**src/rtl/stbs_ram.sv**
```systemverilog
// ----------------------------------------------------------------------------
// stbs_ram: generic simple dual-port RAM
// One write port, one read port, registered read data.
// ----------------------------------------------------------------------------
module stbs_ram #(
	parameter int WIDTH = 8,
	parameter int DEPTH = 16
) (
	input  logic                     clk,
	input  logic                     wr_en,
	input  logic [$clog2(DEPTH)-1:0] wr_addr,
	input  logic [WIDTH-1:0]         wr_data,
	input  logic                     rd_en,
	input  logic [$clog2(DEPTH)-1:0] rd_addr,
	output logic [WIDTH-1:0]         rd_data
);

	logic [WIDTH-1:0] mem_q [DEPTH];

	always_ff @(posedge clk) begin
		if (wr_en) begin
			mem_q[wr_addr] <= wr_data;
		end
		if (rd_en) begin
			rd_data <= mem_q[rd_addr];
		end
	end

endmodule

```
**config.mk**
```make
export PLATFORM = sky130hd
export DESIGN_NAME = stbs_ram
export DESIGN_NICKNAME = d
export VERILOG_FILES = /design/src/rtl/stbs_ram.sv
export SDC_FILE = /design/constraint.sdc
export NUM_CORES = 1
export LEC_CHECK = 0
export ABC_AREA = 1
export BUFFER_PORTS_ARGS = -buffer_cell sky130_fd_sc_hd__buf_2
export CAP_MARGIN = 20
export CORE_ASPECT_RATIO = 1.1
export CORE_UTILIZATION = 45
export DETAILED_ROUTE_END_ITERATION = 6
export SYNTH_ARGS = -nofsm -noshare
export SYNTH_HDL_FRONTEND = slang
export SYNTH_SLANG_ARGS = --single-unit
```
**constraint.sdc**
```tcl
create_clock -name clk -period 1.7 [get_ports clk]
set_clock_uncertainty 0.1 [all_clocks]
set_input_delay 0.255 -clock clk [delete_from_list [all_inputs] [get_ports clk]]
set_output_delay 0.255 -clock clk [all_outputs]
set_load 0.05 [all_outputs]
```
==> results of run 1 <==
[cells in the final DEF (no fill, tap or decap)]
master	synthesis	layout
buf_12	0	3
buf_2	13	26
buf_4	4	19
bufinv_16	0	1
clkbuf_1	0	5
clkbuf_16	0	17
clkinv_1	0	1
clkinv_2	0	6
clkinv_4	0	1
clkinvlp_4	0	1
edfxtp_1	136	136
inv_1	100	100
inv_2	2	2
nand2_1	173	173
nand3_1	97	97
nand3b_1	2	2
nor2_1	17	17
[synthesized netlist by cell type, drive strengths merged]
library cell,instances
edfxtp,136
nand3b,2
nand2,173
nand3,97
inv,102
buf,24
nor2,17
[kinds of logic (layout without fill, tap and decap cells)]
logic type,count (synthesis),count (layout),synth area share (%)
flops,136,136,69.8
buf+inv,126,182,9.39
simple gates,289,289,20.8
[flip-flops by register name, indices dropped and copies added (netlist names)]
| signal | count |
|---|---|
| mem_q | 128 |
| rd_data | 8 |
[cell type report]
type | count | area, µm² | share of cell area, %
clock inverters | 10 | 80.1 | 1.19
multi-input cells | 289 | 1210 | 18.0
repair buffers | 48 | 333 | 4.94
clock buffers | 22 | 444 | 6.60
well taps | 157 | 196 | 2.92
flip-flops and latches | 136 | 4080 | 60.6
inverters | 102 | 383 | 5.69
[worst min-delay path by stage]
stage,from,to,slack (ns),cells past startpoint
3_5_place_dp,rd_en,rd_data[3],0.52,1
2_1_floorplan,wr_data[0],mem_q[0][0],0.25,0
6_report,rd_en,rd_data[2],0.1,1
5_1_grt,rd_en,rd_data[2],0.08,1
3_3_place_gp,rd_en,rd_data[7],0.51,1
4_1_cts,rd_en,rd_data[2],0.09,1
[metal layers]
metal,wire (µm),GRT usage (%),share of wire (%),up-vias
li1,-,-,-,1868
met1,5570,28.1,43,1803
met2,6320,34.7,49,128
met3,786,5.27,6.1,12
met4,139,5.25,1.1,0
met5,0,0,0,-
[where the power goes]
part / switching (mW) / leakage [nW] / total, mW / internal [mW]
Clock: 1.30 / 0.259 / 3.28 / 1.99
Combinational: 0.375 / 1.42 / 0.513 / 0.139
Sequential: 0.0186 / 1.24 / 3.80 / 3.78
[through the flow]
stage / cell area, µm² / setup slack [ns] / util, %
global placement: 6210 / 0.0949 / 49.1
CTS: 6730 / 0.276 / 53.3
detailed placement: 6210 / 0.0773 / 49.1
global route: 6730 / 0.256 / 53.3
finish: 6730 / 0.289 / 53.3
floorplan: 5850 / 0.394 / -
==> results.ini, run 1 <==
[global_routing]
antenna_found_initial=0
first_global_vias=3715
grt_pass1_wl_mm=20.7
grt_overflow=0
grt.total_usage_pct=21.1
grt_max_degree=65

[synthesis]
ys_seq_area_share_pct=69.8
ys_warn_count=0
ys_ff_latch=136
yosys-top-cells-area=edfxtp_1 (70%), nand2_1 (11%), nand3_1 (8.3%)
synthCells=551
yosysTopAreaCell=edfxtp_1
synth_top_area_share_pct=69.8
synthDistinctLibCells=11
synth.net_count=570
syn_area_mm2=0.00585
synth_area_per_cell_um2=10.6

[clock_network]
h-tree-depth=4
cts_buffer_depth=2
cts_setup_buffers=0
path_clk_slew_ns=0.06
root_buffer=clkbuf_16
cts_made_buffers=17
cts_sinks=136
cts_resized=0
holdBufCountCts=0
clock_latency_ns=0.42
cts_tree=yes

[worst_setup_path]
cp-startpoint=rd_data[0]
r2r_slack_ns=0.44
start_kind=flip-flop
setup.worst_path.class=flip-flop to output port
critPathSlowestCell=edfxtp_1
slowest_delay_ns=0.41
worst-path-max-fanout=1
endpoint=rd_data[0]
path_delay_family=flip-flops
ff2ff_path_depth=6
r2r_start=mem_q[5][5]
crit_arrival_ns=1.06
cp.required_ns=1.34
endpoint_kind=output port
crit_cells=1
path_buf_inv=1
regToRegEndpoint=rd_data[5]
crit_chain=buf_2

[power_and_ir_drop]
power_leakage_nw=2.92
total_power_mw=7.59
irDropWorstVdd_v=0.000619
powerDensity_mw_per_mm2=1130

[floorplan]
die_h_um=122
die_w_um=111
initial_utilization_pct=46.2
die-area_mm2=0.0135
io_pins=27
row_count=43
core_region_area_mm2=0.0126

[timing]
hold_ws_ns=0.0965
hold_violations=0
tightest_slew_ns=0.623
setup_violations=0
fmax_mhz=709
min_period_over_period_pct=83.0
slew_headroom_pct=58.4
min_period_ns=1.41
rsz0062_at_grt=no
timing.setup.tns_ns=0
drv_slew=0

[run_status]
status=finished clean

[finish]
antenna_cells=0
layout-drive-gt1-share_pct=12.5
syn2layout_area_growth_pct=15.2
instances_no_fill=764
nets=613
n_fill_cell=1106

[min_path]
hp-class=input port to flip-flop

[route]
drc_errors=0
dr.pass1.iters=4
finalWirelength_mm=12.8
num_vias=3811
drtAntennaViolNets=0
wl_per_cell_um=16.8
drt-initial-drc-count=309
avgViaCountPerCell=4.99

[placement]
place.gp.congestion=0.777
dpl.cell_count=732
io_buffers=26
place_hpwl_mm=7.90

[run]
drv_cap=0

Power figures use the tool's default switching activity.
==> run 2, diff against run 1 <==
==> constraint.sdc (replaced) <==
create_clock -name clk -period 1.5 [get_ports clk]
set_clock_uncertainty 0.1 [all_clocks]
set_input_delay 0.225 -clock clk [delete_from_list [all_inputs] [get_ports clk]]
set_output_delay 0.225 -clock clk [all_outputs]
set_load 0.05 [all_outputs]
==> run 2 against run 1 <==
Sequential share of layout area decreased by 0.99 points. Cell count is 0.26% higher. Sequential cell count unchanged. Die area stayed put. Sequential power rose by 13%. Utilization increased by 0.88 points. Critical path depth unchanged.
==> results.ini, run 2 (synthesized netlist as in run 1, its figures left out) <==
[global_routing]
first_global_vias=3895
grt.total_usage_pct=21.1
grt_overflow=0
antenna_found_initial=0
grt_max_degree=65
grt_pass1_wl_mm=20.9

[worst_setup_path]
endpoint=rd_data[1]
r2r_slack_ns=0.24
cp-startpoint=rd_data[1]
regToRegEndpoint=rd_data[5]
path_delay_family=flip-flops
crit_arrival_ns=1.04
cp.required_ns=1.17
path_buf_inv=1
critPathSlowestCell=edfxtp_1
setup.worst_path.class=flip-flop to output port
worst-path-max-fanout=1
slowest_delay_ns=0.35
r2r_start=mem_q[7][5]
endpoint_kind=output port
start_kind=flip-flop
ff2ff_path_depth=6
crit_cells=1
crit_chain=buf_2

[timing]
rsz0062_at_grt=no
slew_headroom_pct=59.4
fmax_mhz=732
min_period_over_period_pct=91.0
setup_slack_ns=0.135
drv_slew=0
min_period_ns=1.37
tightest_slew_ns=0.609
setup_violations=0
hold_violations=0

[clock_network]
root_buffer=clkbuf_16
cts_setup_buffers=0
holdBufCountCts=0
cts_made_buffers=17
clock_latency_ns=0.42
path_clk_slew_ns=0.06
cts_tree=yes
cts_buffer_depth=2
cts_sinks=136
cts_resized=0
h-tree-depth=4

[placement]
place_hpwl_mm=8.04
dpl.cell_count=734
pre_cts_ws_ns=-0.0938
place.gp.congestion=0.837
io_buffers=26
placed_cell_area_mm2=0.00624

[route]
drtAntennaViolNets=0
drc_errors=0
num_vias=3855
wl_per_cell_um=16.9
finalWirelength_mm=13.0
drt-initial-drc-count=317
dr.pass1.iters=4
avgViaCountPerCell=5.03

[finish]
layout_common_cells=nand2_1 (173), edfxtp_1 (136), inv_1 (100)
largest_reg_flops=128
top_register=mem_q
nets=615
syn2layout_area_growth_pct=17.1
reg_top3=mem_q (128), rd_data (8)
final_common_cell=nand2_1
layout-drive-gt1-share_pct=13.0
fin_area_mm2=0.00685
antenna_cells=0
n_fill_cell=1098
instances_no_fill=766

[floorplan]
io_pins=27
die_h_um=122
die-area_mm2=0.0135
core_region_area_mm2=0.0126
initial_utilization_pct=46.2
die_w_um=111
row_count=43

[min_path]
hp-class=input port to flip-flop

[power_and_ir_drop]
irDropWorstVdd_v=0.000620
powerDensity_mw_per_mm2=1340
power_leakage_nw=2.97
total_power_mw=9.17

[run]
drv_cap=0

[run_status]
status=finished clean

==> run 2: worst reg2reg max path: stages (launching register included) <==
cell and delay (ns):
edfxtp_1 0.36, inv_1 0.06, nand2_1 0.05, nand3_1 0.09, nand3_1 0.14, nand3_1 0.16
nand2_1 0.06
==> run 2: how the worst min path moves through the flow <==
stage                     startpoint     endpoint  slack, ns  depth (start not counted)
after floorplan           wr_data[0]  mem_q[0][0]       0.22                          0
after global placement         rd_en   rd_data[7]       0.49                          1
after detailed placement       rd_en   rd_data[7]       0.49                          1
after CTS                      rd_en   rd_data[7]       0.06                          1
after global routing           rd_en   rd_data[7]       0.06                          1
final                          rd_en   rd_data[7]       0.06                          1
==> run 2: through the flow <==
step	util, %	hold WS (ns)	setup TNS (ns)
global route	54.1	0.0626	0
detailed placement	49.3	0.495	-0.367
CTS	54.1	0.0598	0
floorplan	-	0.224	0
finish	54.1	0.0643	0
global placement	49.3	0.492	-0.255
==> run 2: power by group <==
part / internal [mW] / switching, mW
logic: 0.164 / 0.428
registers: 4.28 / 0.0216
clock network: 2.75 / 1.52
total: 7.20 / 1.97
==> run 2: layout make-up <==
| cell class | count | area, µm² | share of cell area, % |
|---|---|---|---|
| Multi-Input combinational cell | 289 | 1210 | 17.7 |
| Timing Repair Buffer | 50 | 360 | 5.26 |
| Clock buffer | 17 | 425 | 6.21 |
| Tap cell | 157 | 196 | 2.87 |
| Inverter | 102 | 383 | 5.59 |
| Clock inverter | 15 | 183 | 2.67 |
| Sequential cell | 136 | 4080 | 59.7 |
==> run 2: per-layer routing <==
layer / up-vias / track usage (%) / share of wire, %
li1: 1869 / - / -
met4: 0 / 11.5 / 2.8
met3: 25 / 3.98 / 4.6
met5: - / 0 / 0
met1: 1839 / 28.1 / 45
met2: 122 / 33.0 / 47
